===== src/rtl/assert_macros.svh =====
// Assertion macros for the RTL of the cosine item memory.
// Standalone header; the bodies collapse to nothing when SYNTH is defined.
`ifndef ASSERT_MACROS_SVH
`define ASSERT_MACROS_SVH
`ifndef SYNTH
`define CIM_ASSERT(lbl, clk, rst, prop, msg) \
   lbl: assert property (@(posedge clk) disable iff (rst) (prop)) else $error(msg);
`define CIM_ASSERT_NEVER(lbl, clk, rst, cond, msg) \
   lbl: assert property (@(posedge clk) disable iff (rst) !(cond)) else $error(msg);
`else
`define CIM_ASSERT(lbl, clk, rst, prop, msg)
`define CIM_ASSERT_NEVER(lbl, clk, rst, cond, msg)
`endif
`endif


===== src/rtl/cimlc_pkg.sv =====
// Shared types and constants of the cosine item memory lookup core.
// No dependencies.
package cimlc_pkg;

   typedef struct packed {
      logic               opcode;
      logic signed [15:0] element_value;
   } req_type;

   typedef struct packed {
      logic [1:0]         status;
      logic [3:0]         item_index;
      logic signed [15:0] similarity;
      logic [4:0]         items_held;
   } rsp_type;

   localparam logic [1:0] ST_STORED = 2'd0;
   localparam logic [1:0] ST_FULL   = 2'd1;
   localparam logic [1:0] ST_MATCH  = 2'd2;
   localparam logic [1:0] ST_EMPTY  = 2'd3;

   localparam logic OP_STORE = 1'b0;
   localparam logic OP_QUERY = 1'b1;

   localparam int          VLEN_W     = 11;
   localparam logic [10:0] VLEN_RESET = 11'd1024;

   // fraction bits of the Q1.15 quotient
   localparam int DIV_STEPS = 15;

   typedef enum logic [3:0] {
      S_IDLE, S_NORM, S_RD, S_MUL, S_ACC, S_END, S_CRD, S_CST, S_CWT, S_RES
   } ctl_state_type;

   typedef enum logic [2:0] {
      C_IDLE, C_MUL, C_SQRT, C_CHK, C_DIV, C_DONE
   } cos_state_type;

endpackage


===== src/rtl/cimlc_cosine.sv =====
// Multi-cycle cosine unit: shift-add product of norms, digit-by-digit square
// root, then restoring division to a Q1.15 similarity. Uses cimlc_pkg.
module cimlc_cosine #(
   parameter int ACC_W = 42
) (
   input  logic                    clock,
   input  logic                    reset,
   input  logic                    start,
   input  logic signed [ACC_W-1:0] dot,
   input  logic        [ACC_W-1:0] na,
   input  logic        [ACC_W-1:0] nq,
   output logic                    done,
   output logic signed [15:0]      sim
);

   localparam int PW = 2 * ACC_W;
   localparam int RW = ACC_W + 2;
   localparam int CW = $clog2(ACC_W);

   cimlc_pkg::cos_state_type state_ff, state_in;
   logic [ACC_W-1:0] a_ff, a_in, b_ff, b_in, root_ff, root_in, mag_ff, mag_in;
   logic [PW-1:0]    p_ff, p_in;
   logic [RW-1:0]    rem_ff, rem_in;
   logic [15:0]      q_ff, q_in;
   logic             neg_ff, neg_in;
   logic [CW-1:0]    cnt_ff, cnt_in;
   logic [RW+1:0]    sq_tmp, sq_trial;
   logic [RW:0]      div_tmp;

   // next state
   always_comb begin
      state_in = state_ff;
      case (state_ff)
         cimlc_pkg::C_IDLE: begin
            if (start) begin
               state_in = (na == '0 || nq == '0) ? cimlc_pkg::C_DONE : cimlc_pkg::C_MUL;
            end
         end
         cimlc_pkg::C_MUL: begin
            if (cnt_ff == CW'(ACC_W - 1)) state_in = cimlc_pkg::C_SQRT;
         end
         cimlc_pkg::C_SQRT: begin
            if (cnt_ff == CW'(ACC_W - 1)) state_in = cimlc_pkg::C_CHK;
         end
         cimlc_pkg::C_CHK: begin
            state_in = (mag_ff >= root_ff) ? cimlc_pkg::C_DONE : cimlc_pkg::C_DIV;
         end
         cimlc_pkg::C_DIV: begin
            if (cnt_ff == CW'(cimlc_pkg::DIV_STEPS - 1)) state_in = cimlc_pkg::C_DONE;
         end
         cimlc_pkg::C_DONE: state_in = cimlc_pkg::C_IDLE;
         default:           state_in = cimlc_pkg::C_IDLE;
      endcase
   end

   // datapath
   always_comb begin
      a_in    = a_ff;
      b_in    = b_ff;
      p_in    = p_ff;
      root_in = root_ff;
      rem_in  = rem_ff;
      mag_in  = mag_ff;
      neg_in  = neg_ff;
      q_in    = q_ff;
      cnt_in  = cnt_ff;
      sq_tmp  = {rem_ff, p_ff[PW-1:PW-2]};
      sq_trial = (RW + 2)'({root_ff, 2'b01});
      div_tmp = {rem_ff, 1'b0};
      case (state_ff)
         cimlc_pkg::C_IDLE: begin
            if (start) begin
               a_in   = na;
               b_in   = nq;
               p_in   = '0;
               cnt_in = '0;
               q_in   = '0;
               neg_in = dot[ACC_W-1];
               mag_in = dot[ACC_W-1] ? ACC_W'(-dot) : ACC_W'(dot);
            end
         end
         cimlc_pkg::C_MUL: begin
            p_in   = {p_ff[PW-2:0], 1'b0} + (b_ff[ACC_W-1] ? PW'(a_ff) : '0);
            b_in   = {b_ff[ACC_W-2:0], 1'b0};
            cnt_in = cnt_ff + CW'(1);
            if (cnt_ff == CW'(ACC_W - 1)) begin
               cnt_in  = '0;
               root_in = '0;
               rem_in  = '0;
            end
         end
         cimlc_pkg::C_SQRT: begin
            // two product bits per step
            if (sq_tmp >= sq_trial) begin
               rem_in  = RW'(sq_tmp - sq_trial);
               root_in = {root_ff[ACC_W-2:0], 1'b1};
            end else begin
               rem_in  = RW'(sq_tmp);
               root_in = {root_ff[ACC_W-2:0], 1'b0};
            end
            p_in   = {p_ff[PW-3:0], 2'b00};
            cnt_in = cnt_ff + CW'(1);
         end
         cimlc_pkg::C_CHK: begin
            cnt_in = '0;
            rem_in = RW'(mag_ff);
            if (mag_ff >= root_ff) q_in = 16'h8000;
         end
         cimlc_pkg::C_DIV: begin
            if (div_tmp >= (RW + 1)'(root_ff)) begin
               rem_in = RW'(div_tmp - (RW + 1)'(root_ff));
               q_in   = {q_ff[14:0], 1'b1};
            end else begin
               rem_in = RW'(div_tmp);
               q_in   = {q_ff[14:0], 1'b0};
            end
            cnt_in = cnt_ff + CW'(1);
         end
         default: begin
         end
      endcase
   end

   // outputs: sign and clamp of the quotient
   always_comb begin
      done = (state_ff == cimlc_pkg::C_DONE);
      if (neg_ff)      sim = signed'(16'(-q_ff));
      else if (q_ff[15]) sim = 16'sh7FFF;
      else             sim = signed'(q_ff);
   end

   always_ff @(posedge clock) begin
      if (reset) begin
         state_ff <= cimlc_pkg::C_IDLE;
      end else begin
         state_ff <= state_in;
      end
      a_ff    <= a_in;
      b_ff    <= b_in;
      p_ff    <= p_in;
      root_ff <= root_in;
      rem_ff  <= rem_in;
      mag_ff  <= mag_in;
      neg_ff  <= neg_in;
      q_ff    <= q_in;
      cnt_ff  <= cnt_in;
   end

endmodule


===== config.mk =====
export PLATFORM = sky130hd
export DESIGN_NAME = cimlc_cosine
export DESIGN_NICKNAME = d
export VERILOG_FILES = /design/src/rtl/assert_macros.svh /design/src/rtl/cimlc_pkg.sv /design/src/rtl/cimlc_cosine.sv
export SDC_FILE = /design/constraint.sdc
export NUM_CORES = 1
export LEC_CHECK = 0
export BUFFER_PORTS_ARGS = -buffer_cell sky130_fd_sc_hd__buf_2
export CAP_MARGIN = 20
export CORE_ASPECT_RATIO = 0.5
export CORE_UTILIZATION = 35
export CTS_CLUSTER_SIZE = 12
export DETAILED_ROUTE_END_ITERATION = 10
export GPL_TIMING_DRIVEN = 1
export PLACE_DENSITY = 0.57
export SLEW_MARGIN = 10
export SYNTH_ARGS = -nofsm -noshare
export SYNTH_HDL_FRONTEND = slang
export SYNTH_SLANG_ARGS = --single-unit

===== constraint.sdc =====
create_clock -name clock -period 9.8 [get_ports clock]
set_input_delay 0.98 -clock clock [delete_from_list [all_inputs] [get_ports clock]]
set_output_delay 0.98 -clock clock [all_outputs]
set_load 0.005 [all_outputs]

# Yosys cells after proc, flatten, opt, wreduce, memory -nomap -nowiden
# Index checks and enable logic that the tools add are counted.
# W data, S select, Z words.
[totals]
reg_bits = 322
input_bits = 129
out_inout_bits = 17
elab_cells = 80
[classes]
add_sub_neg = 6
order_cmp = 3
eq_ne = 12
mux = 29
reduce_logical = 19
[op_table]
columns = ["cell", "n"]
rows = [
  ["$pmux W84 S3", 1],
  ["$pmux W44 S4", 1],
  ["$pmux W42 S2", 2],
  ["$mux W44", 3],
  ["$mux W42", 3],
  ["$add A84 B42 Y84", 1],
  ["$logic_not A42 Y1", 2],
  ["$mux W84", 1],
  ["$mux W16", 3],
  ["$pmux W16 S3", 1],
  ["$ge A46 B44 Y1", 1],
  ["$ge A45 B42 Y1", 1],
  ["$sub A44 B42 Y44", 1],
  ["$sub A44 B44 Y44", 1],
  ["$ge A42 B42 Y1", 1],
  ["$neg A42 Y42", 1],
  ["$mux W41", 1],
  ["$pmux W6 S4", 1],
  ["$neg A16 Y16", 1],
  ["$mux W15", 1],
  ["$mux W3", 5],
  ["$pmux W3 S5", 1],
  ["$mux W6", 2],
  ["$reduce_and A2 Y1", 6],
  ["16 further kinds", 27],
]

# Depth between registers and ports, before layout
# Gate-level depths: netlist (run 1).
[logic_depth]
ltp_word = 5
ltp_mapped = 16
mapped_depth_nobuf = 14

# Worst setup path after synthesis (run 1)
# Ideal clock, no wire load.
[synth_timing]
kind = "register to register"
start = "register state_ff[0]"
end = "register b_ff[0] (enable)"
setup_time_ns = 0.381
arrival_ns = 8.436
setup_slack_ns = 0.984
stages_incl_launch_ff = 6
path_buffers = 2
period_less_slack_ns = 8.816
path_cell_list = "dfxtp_1 > clkbuf_1 > or2_2 > clkbuf_1 > nor3b_1 > or2_2"
[synth_between]
elab_chain_len = 3
elab_cells_between_ends = 5
[synth_rtl]
columns = ["item", "line", "source"]
rows = [
  ["start: declaration", "cimlc_cosine.sv:20", "cimlc_pkg::cos_state_type state_ff, state_in;"],
  ["start signal: assignment", "cimlc_cosine.sv:134", "state_ff <= cimlc_pkg::C_IDLE;"],
  ["start signal: assignment", "cimlc_cosine.sv:136", "state_ff <= state_in;"],
  ["$eq A3 B1 Y1 or $logic_not A3 Y1 (tied branches)", "cimlc_cosine.sv:70", "case (state_ff)"],
  ["$reduce_bool A2 Y1 (no line) or $ne A2 B2 Y1 (tied branches)", "n/a", ""],
  ["$reduce_and A2 Y1 (no line) (*)", "n/a", ""],
  ["end signal: assignment", "cimlc_cosine.sv:139", "b_ff <= b_in;"],
  ["end: declaration", "cimlc_cosine.sv:21", "logic [ACC_W-1:0] a_ff, a_in, b_ff, b_in, root_ff, root_in, mag_ff, mag_in;"],
]
# Every way passes the cells marked *; elsewhere a longest branch is shown, timed or not.
# A chain may end at the register's enable or synchronous reset.

# Final worst setup path (run 1)
[layout_timing]
start = "register rem_ff[6]"
end = "register rem_ff[39] (data pin)"
[layout_between]
elab_chain_len = 3
elab_cells_between_ends = 7
[layout_rtl]
columns = ["item", "line", "source"]
rows = [
  ["start: declaration", "cimlc_cosine.sv:23", "logic [RW-1:0] rem_ff, rem_in;"],
  ["start signal: assignment", "cimlc_cosine.sv:142", "rem_ff <= rem_in;"],
  ["$sub A44 B42 Y44 (tied with other cells)", "cimlc_cosine.sv:111", "rem_in = RW'(div_tmp - (RW + 1)'(root_ff));"],
  ["$mux W44 (on tied branches)", "cimlc_cosine.sv:110, cimlc_cosine.sv:94", ""],
  ["$pmux W44 S4 (*)", "cimlc_cosine.sv:70", ""],
  ["net rem_in[39]", "cimlc_cosine.sv:23", ""],
]
# The timed path passes the listed nets; every way through them passes the cells marked *.

==> results of run 1 <==
==> power groups by stage <==
stage / combinational, uW / sequential, uW / clock (uW)
after floorplan: 423 / 1730 / 0
after global placement: 580 / 1760 / 0
final: 596 / 1730 / 1390
after detailed placement: 583 / 1760 / 0
after global routing: 669 / 1740 / 1470
after CTS: 588 / 1730 / 1420
==> kinds of logic (layout without fill, tap and decap cells) <==
kind of cell	count (synthesis)	after routing	share of synthesized area [%]
adders and majority gates	176	176	9.42
DFF	322	322	41.0
xor gates and xnor gates	189	189	7.03
muxes	26	26	1.12
other	0	1	0
and+or+nand+nor	908	908	18.4
buffers and inverters	205	328	3.30
AOI/OAI and AO/OA	722	722	19.8
==> stage by stage <==
| step | instance area [um2] | worst slack, ps |
|---|---|---|
| 2_1_floorplan | 23500 | 984 |
| 3_3_place_gp | 25200 | 4810 |
| 3_5_place_dp | 25200 | 4650 |
| 4_1_cts | 26400 | 4610 |
| 5_1_grt | 26400 | 4660 |
| 6_report | 26400 | 5060 |
==> metal layers <==
| metal | vias to the layer above | track usage (%) | part of all wire, % |
|---|---|---|---|
| met5 | - | 0 | 0.019 |
| met4 | 2 | 4.86 | 2.2 |
| met3 | 93 | 2.98 | 5.7 |
| met2 | 516 | 31.4 | 46 |
| met1 | 9574 | 26.6 | 47 |
| li1 | 9707 | - | - |
==> placed cells by master (no fill, tap or decap), types with 12 or more instances in the layout <==
cell / count
sky130_fd_sc_hd__nor3_1: 27
sky130_fd_sc_hd__and2_1: 56
sky130_fd_sc_hd__o21bai_1: 13
sky130_fd_sc_hd__buf_4: 21
sky130_fd_sc_hd__nand2b_1: 15
sky130_fd_sc_hd__o211ai_1: 23
sky130_fd_sc_hd__nor2b_1: 15
sky130_fd_sc_hd__nor4_1: 35
sky130_fd_sc_hd__buf_2: 145
sky130_fd_sc_hd__xnor2_1: 109
sky130_fd_sc_hd__a22oi_1: 18
sky130_fd_sc_hd__a31oi_1: 24
sky130_fd_sc_hd__a21o_1: 81
sky130_fd_sc_hd__clkbuf_16: 38
sky130_fd_sc_hd__nand3_1: 51
sky130_fd_sc_hd__o22ai_1: 26
sky130_fd_sc_hd__a21oi_1: 155
sky130_fd_sc_hd__a211oi_1: 42
sky130_fd_sc_hd__nor2_1: 189
sky130_fd_sc_hd__ha_1: 174
sky130_fd_sc_hd__or3_1: 20
sky130_fd_sc_hd__mux2i_1: 24
sky130_fd_sc_hd__o21a_1: 25
sky130_fd_sc_hd__xor2_1: 80
sky130_fd_sc_hd__a211o_1: 12
sky130_fd_sc_hd__nand4_1: 60
sky130_fd_sc_hd__inv_1: 96
sky130_fd_sc_hd__o31ai_1: 21
sky130_fd_sc_hd__o21ai_0: 187
sky130_fd_sc_hd__nand2_1: 347
sky130_fd_sc_hd__edfxtp_1: 319
sky130_fd_sc_hd__and3_1: 37
==> critical path: cells and delay by family (launching register included) <==
family / cells / cell delay [ps]
DFF: 1 / 420
buffers and inverters: 2 / 720
AOI/OAI and AO/OA: 7 / 2340
and+or+nand+nor: 3 / 520
adders and majority gates: 1 / 420
==> worst paths after layout <==
kind                            depth (start not counted)         end      start
worst max register to register                         13  rem_ff[39]  rem_ff[6]
worst min-delay path                                    2    b_ff[21]   b_ff[20]
worst max-delay path                                   13  rem_ff[39]  rem_ff[6]
worst min register to register                          2    b_ff[21]   b_ff[20]
==> state kept, by name (all words and copies together) (netlist names) <==
| name | flops |
|---|---|
| neg_ff | 1 |
| state_ff | 3 |
| p_ff | 84 |
| rem_ff | 44 |
| q_ff | 16 |
| b_ff | 42 |
| root_ff | 42 |
| mag_ff | 42 |
| a_ff | 42 |
| cnt_ff | 6 |
==> final cells by class <==
cell class / count / area, um2 / share of cell area (%)
flip-flops and latches: 322 / 9640 / 36.5
inverters: 96 / 360 / 1.36
diodes: 1 / 2.50 / 0.00947
clock inverters: 16 / 168 / 0.634
repair buffers: 168 / 938 / 3.55
well taps: 884 / 1110 / 4.19
multi-input cells: 2021 / 13200 / 49.9
clock buffers: 48 / 1020 / 3.85
==> run summary, run 1 <==
The wire length of the first global-routing pass came out at around 110,000 um. For this design the top-level I/O count stands at between 100 and 150. The run finished with clean final reports.

Across the run, the number of max-cap violations was 0. The part of the total power dissipated in sequential elements is approximately 47%. The minimum hold slack is 506 ps. The internal portion of the total power is about 2700 uW. The total of cells resized after clock tree synthesis came out at 0.

IR analysis of the VDD net gives a maximum drop of between 0.08 and 0.09 mV. Counting flops and latches in the post-synthesis netlist gives 322. The cell with the most instances after synthesis is sky130_fd_sc_hd__nand2_1. The number of CTS-inserted buffers is 37.

Of the cells placed in the final design, the portion with a size suffix greater than 1 is roughly 9.8%. The initial antenna violation count is 3. The maximum frequency from static timing analysis came out at around 0.21 GHz. The yosys synthesis warning count came out at 0.

The clock period minus final worst setup slack came out at approximately 4700 ps. The reported leakage power is 0.0107 uW. For this run, the slowest stage of the critical path takes 660 ps. The average wire per standard cell came out at 18.9 um. The number of library cell types mapped by synthesis is between 70 and 80. The overall overflow remaining after global route is 0. After synthesis, the share of flip-flops with an asynchronous set or reset is 0%.

The number of setup violations in the final report came out at 0. From left edge to right edge, the die measures ~370 um. The register clock-pin slew on the reported worst setup and hold paths is ~60 ps. The final critical-path share of the clock period came out at around 48%.

For this run, the post-layout net count is 2,951. The area growth from synthesis to layout is 12.3%. After clock tree synthesis, the setup repair step added 0 buffers. The gate count after technology mapping came out at approximately 2,500. The number of port buffers came out at between 100 and 150. The depth of the CTS H-tree is 2. Dividing total power by cell area gives a power density of 141 nW/um2.

Yosys mapped a number of flops with a built-in enable equal to 319. The clock insertion delay at the later pin of the skew report is 560 ps. The total DRC errors in the routed layout is 0. The longest clock path from root to sink contains 3 buffers. The clock network burns between 30% and 40% of the power. The TritonCTS sink count came out at 322. By count the netlist is led by 349 x sky130_fd_sc_hd__nand2_1, 319 x sky130_fd_sc_hd__edfxtp_1, 191 x sky130_fd_sc_hd__nor2_1. The data required time at the worst endpoint is 10,070 ps.

The cell chosen for the clock root is sky130_fd_sc_hd__clkbuf_16. The max-slew headroom at the worst pin came out at 30.6%. Between clock sinks in the finished design, the worst skew comes to between 20 and 30 ps. The count of pins over their slew limit came out at 0. The pre-antenna-repair detailed-routing pass consisted of 6 iterations. STA classifies the critical path startpoint as a register.

The count of non-filler cells in the finished layout is between 3,000 and 4,000. Measured on the finished design, the core utilization comes to between 40% and 50%. The number of core rows is 66. The detail route stage leaves a number of antenna-violating nets equal to 0. The via count of the first global-routing pass is around 19,000. At the pin with the least slew margin, the transition time is 1040 ps.

The area of the mapped netlist came out at 23,500 um2. Among all flip-flop cells after synthesis, the most frequent one is sky130_fd_sc_hd__edfxtp_1. The average cell area after synthesis came out at 9.24 um2.

The final count of hold timing violations came out at 0. After routing, the total negative slack on setup checks comes to 0 ps. Walking the worst path, the cells encountered are ha_1 > nand4_1 > a211oi_1 > o31ai_1 > a21oi_1 > nor2_1 > a21oi_1 > a31o_2 > buf_4 > nor2_1 > buf_4 > a221oi_1 > o221ai_1. The final wirelength came out at approximately 67,000 um. The biggest area contributor in the post-synthesis netlist is sky130_fd_sc_hd__edfxtp_1.

The filler cell count is 6,620. The DRC violation total after the first TritonRoute iteration is around 1,800. At the end of routability-driven placement, the weighted congestion stood at about 0.93. TritonCTS built the clock tree. The cts-stage hold buffer count is 0. The mean number of vias per cell is ~5.6. The routed layout has just under 20,000 vias. The switching power total came out at 1020 uW. The min-delay analysis places its worst path in the category reg -> reg.

The core area came out at between 60,000 and 70,000 um2. The total routing resource utilization after global routing came out at between 10% and 20%. The minimum setup slack among reg-to-reg paths is ~5000 ps. Entering global routing, the biggest net connects about 110 pins. Combinational logic is responsible for roughly 16% of the overall power. The total power draw is between 3000 and 4000 uW.

On the critical path, the stage with the largest delay is an instance of sky130_fd_sc_hd__a21oi_1. The switching part of the total power came out at between 20% and 30%. The data arrival time of the worst path is roughly 5000 ps.

After synthesis, the cell types taking the most area are sky130_fd_sc_hd__edfxtp_1 41%, sky130_fd_sc_hd__ha_1 9.3%, sky130_fd_sc_hd__nand2_1 5.6%. The height of the die came out at about 190 um. The initial standard-cell utilization of the core is between 30% and 40%. The number of nets handed over by synthesis was roughly 2,900. The area share of the largest cell type after synthesis is just over 40%. The die area is between 60,000 and 70,000 um2. Sequential elements use 41.0% of the synthesized area.

In this run the worst path has a maximum fanout of 34. The critical path is of the reg -> reg type. The HPWL after detailed placement is approximately 49,000 um.

STA classifies the critical path endpoint as a register. Setup repair after global routing left no endpoint under its margin. The number of placed instances with taps included came out at 3,489.
No activity file was read; power rests on OpenSTA's default activity.
==> inputs of run 2 (changes only) <==
--- a/config.mk
+++ b/config.mk
@@ -12,7 +12,7 @@
 export CTS_CLUSTER_SIZE = 12
 export DETAILED_ROUTE_END_ITERATION = 10
 export GPL_TIMING_DRIVEN = 1
-export PLACE_DENSITY = 0.57
+export PLACE_DENSITY = 0.59
 export SLEW_MARGIN = 10
 export SYNTH_ARGS = -nofsm -noshare
 export SYNTH_HDL_FRONTEND = slang
==> constraint.sdc (replaced) <==
create_clock -name clock -period 4.2 [get_ports clock]
set_input_delay 0.42 -clock clock [delete_from_list [all_inputs] [get_ports clock]]
set_output_delay 0.42 -clock clock [all_outputs]
set_load 0.005 [all_outputs]
==> run 2 against run 1 <==
  * Power increased by 130%
  * Sequential power increased by 130%
  * Clock-buffer cell count decreased by 5
  * Die area unchanged
  * Wire length increased by 0.90%
  * Setup slack got worse by 4900 ps
  * Critical endpoint is now rem_ff[30]
  * Largest power group unchanged
==> run summary, run 2 (same netlist as run 1, synthesis figures left out) <==
The internal cell power was 6230 uW (was 2690 uW). The worst IR drop on VDD is 0.219 mV (was 0.0846 mV). The wire length of the first global-routing pass is 107,000 um (was 105,000 um). The cell chosen for the clock root is sky130_fd_sc_hd__clkbuf_16 (unchanged). The total number of nets in the final design is 2,990 (was 2,951). The met3 wire length is 3890 um (was 3840 um). The footprint of the multi-input gates is 13,300 um2 (was 13,200 um2). The initial antenna violation count came out at 1 (was 3). The cell class contributing the biggest share of worst-path delay is simple AND/OR/NAND/NOR gates (was compound AO/OA/AOI/OAI gates). The mean number of vias per cell came out at 5.61 (was 5.59).

The final count of hold timing violations is 0 (unchanged). The overall die width is 369 um (unchanged). The clock insertion delay at the later pin of the skew report is 550 ps (was 560 ps). The worst-case setup margin in the final layout came out at 177 ps (was 5060 ps). The number of core rows came out at 66 (unchanged). The total routing resource utilization after global routing came out at 19.6% (was 19.2%). The total DRC errors in the routed layout was 0 (unchanged). The number of CTS-inserted buffers came out at 36 (was 37). The share of total power in combinational logic came out at 16.4% (was 16.1%). The most numerous cell type found on the critical path is sky130_fd_sc_hd__nand2_1. The endpoint kind of the worst setup timing path is a register (unchanged).

The initial standard-cell utilization of the core is 35.8% (unchanged). The commonest non-fill, non-tap cell in the layout is sky130_fd_sc_hd__nand2_1 (unchanged). The number of setup violations in the final report came out at 0 (unchanged). The core area came out at 65,700 um2 (unchanged).

The switching part of the total power came out at 27.8% (was 27.4%). The number of flip-flops under the largest register name came to 84 (unchanged). The average wire per standard cell is 18.9 um (about the same).

The TritonCTS sink count is 322 (unchanged). The sum of met2 wire segment lengths after detailed routing is 30,800 um (was 30,600 um). The kind of critical path was reg -> reg (unchanged). The slew at the pin closest to its max-slew limit came to 995 ps (was 1040 ps).

The total buffers and inverters traversed by the critical path came out at 1 (was 2). The overall overflow remaining after global route came out at 0 (unchanged). The data required time at the worst endpoint came out at 4490 ps (was 10,070 ps). The I/O pin count is 146 (unchanged). The clock period minus final worst setup slack came out at 4020 ps (was 4740 ps). The cell area after layout was 26,800 um2 (was 26,400 um2).

The filler cell count came out at 6,530 (was 6,620). Cells along the critical path: ha_1 > nand2_1 > nor2_1 > nand4_1 > or4_1 > nor4_1 > a211o_1 > a221o_2 > buf_4 > mux2_2 > nand2_1 > o211ai_1 (was ha_1 > nand4_1 > a211oi_1 > o31ai_1 > a21oi_1 > nor2_1 > a21oi_1 > a31o_2 > buf_4 > nor2_1 > buf_4 > a221oi_1 > o221ai_1). The worst-path maximum fanout is 7 (was 34). The minimum hold slack is 53.1 ps (was 506 ps).

The area growth from synthesis to layout is 13.8% (was 12.3%). The height of the die came out at 185 um (unchanged). The final wirelength is 67,900 um (was 67,300 um).

The DRC violation total after the first TritonRoute iteration came to 1,665 (was 1,769). The number of port buffers came out at 145 (unchanged). The highest signal layer in the routed design is met4 (was met5). The HPWL after detailed placement came out at 49,900 um (was 48,800 um). The number of buffers between clock root and the deepest sink came out at 3 (unchanged). Outcome: complete, no violations (unchanged). The share of post-route cells with drive strength above 1 is 11.4% (was 9.81%). The final weighted congestion in routability-driven placement came out at 0.969 (was 0.932).

The maximum frequency from static timing analysis came out at 0.249 GHz (was 0.211 GHz). The switching power total was 2390 uW (was 1020 uW). The final cell utilization of the core came out at 40.7% (was 40.2%). The share of total power in the clock network was 37.0% (was 37.4%).

The placement-stage worst setup slack is -15.4 ps (was 4650 ps). Leading registers by flop count: p_ff (84), rem_ff (44) (unchanged). The total vias in the final route came out at 20,154 (was 19,892). The TritonCTS clock tree is yes (unchanged). The power density relative to cell area came out at 322 nW/um2 (was 141 nW/um2). The area of placed instances came to 25,500 um2 (was 25,200 um2).

Commonest cells after routing, fill and taps aside: 347 x sky130_fd_sc_hd__nand2_1, 319 x sky130_fd_sc_hd__edfxtp_1, 189 x sky130_fd_sc_hd__nor2_1 (unchanged). The data arrival time of the worst path came out at 4310 ps (was 5010 ps). The register with the highest flop count is p_ff (unchanged). The part of the total power dissipated in sequential elements is 46.6% (was 46.5%). The slowest library cell on the worst path is sky130_fd_sc_hd__or4_1 (was sky130_fd_sc_hd__a21oi_1). The die area is 68,300 um2 (unchanged). The max-slew headroom at the worst pin is 33.7% (was 30.6%). The classification of the worst-slack hold path is in -> reg (was reg -> reg). The via count of the first global-routing pass is 19,665 (was 19,090). The number of iterations in the first detailed-routing pass came to 7 (was 6). The cts-stage hold buffer count came out at 0 (unchanged). The final critical-path share of the clock period came out at 95.8% (was 48.4%). The remaining number of nets flagged by the antenna check after routing is 0 (unchanged). The depth of the CTS H-tree is 2 (unchanged).

RSZ-0062 raised after global routing: false (unchanged). The count of pins over their slew limit is 0 (unchanged). The stage delay of the slowest cell on the critical path came out at 600 ps (was 660 ps). The reported leakage power is 0.0108 uW (was 0.0107 uW).

The pin count of the biggest net entering global routing was 85 (was 114). The max-capacitance violation count is 0 (unchanged). The sequential cell area came to 9640 um2 (unchanged). The setup skew after layout was 29.4 ps (was 26.4 ps). The kind of start point of the critical path is a register (unchanged). The sum of routed wire segments on met1 is 31,600 um (was 31,300 um). The register clock-pin slew on the reported worst setup and hold paths is 70 ps (was 60 ps).
[run 2: changes by cell type in the layout (fill, tap and decap cells not counted), moves of 2 or more]
cell                        before  now
sky130_fd_sc_hd__clkbuf_16      38   36
sky130_fd_sc_hd__clkbuf_8        3    0
sky130_fd_sc_hd__buf_12          0    5
sky130_fd_sc_hd__clkinv_2        5    3
sky130_fd_sc_hd__buf_4          21   57
[run 2: what timing repair did]
action / 4_1_cts / 5_1_grt
resized for setup: 0 / 11
buffers inserted: 1 / 3
hold endpoints to repair: 0 / 0
pin swaps: 0 / 2
setup endpoints to repair: 2 / 22
[run 2: per-stage QoR]
stage	power (uW)	setup TNS, ps	std cells
2_1_floorplan	5010	-5780	2548
3_3_place_gp	5460	0	3526
3_5_place_dp	5480	-16.5	3527
4_1_cts	8690	0	3588
5_1_grt	9000	0	3591
6_report	8630	0	3592
[run 2: worst paths after layout]
check / endpoint / from / slack, ps / depth (start not counted)
worst max register to register: rem_ff[30] / rem_ff[33] / 180 / 12
worst min register to register: b_ff[26] / b_ff[25] / 510 / 2
worst max-delay path: rem_ff[30] / rem_ff[33] / 180 / 12
worst min-delay path: a_ff[22] / na[22] / 50 / 1
[run 2: cell type report]
class / instances / share of cell area (%)
inverters: 96 / 1.36
flip-flops and latches: 322 / 36.0
diodes: 1 / 0.00934
clock inverters: 17 / 0.789
clock buffers: 43 / 3.46
repair buffers: 208 / 4.78
multi-input cells: 2021 / 49.5
well taps: 884 / 4.13
[run 2: worst register-to-register path: stages (launching register included)]
cell and delay [ps]:
sky130_fd_sc_hd__edfxtp_1 480, sky130_fd_sc_hd__ha_1 420, sky130_fd_sc_hd__nand2_1 80, sky130_fd_sc_hd__nor2_1 200
sky130_fd_sc_hd__nand4_1 220, sky130_fd_sc_hd__or4_1 600, sky130_fd_sc_hd__nor4_1 460, sky130_fd_sc_hd__a211o_1 270
sky130_fd_sc_hd__a221o_2 320, sky130_fd_sc_hd__buf_4 220, sky130_fd_sc_hd__mux2_2 340, sky130_fd_sc_hd__nand2_1 60
sky130_fd_sc_hd__o211ai_1 90
[run 2: power groups by stage]
stage               combinational [uW]  clock (uW)  sequential (uW)
floorplan                          991           0             4020
global placement                  1360           0             4090
detailed placement                1380           0             4090
CTS                               1400        3260             4020
global route                      1580        3370             4050
finish                            1410        3190             4020
[run 2: layer usage]
layer,global-route usage [%],vias up
met5,0,-
met4,5.20,0
met3,2.53,97
met2,32.0,554
met1,27.3,9723
li1,-,9780
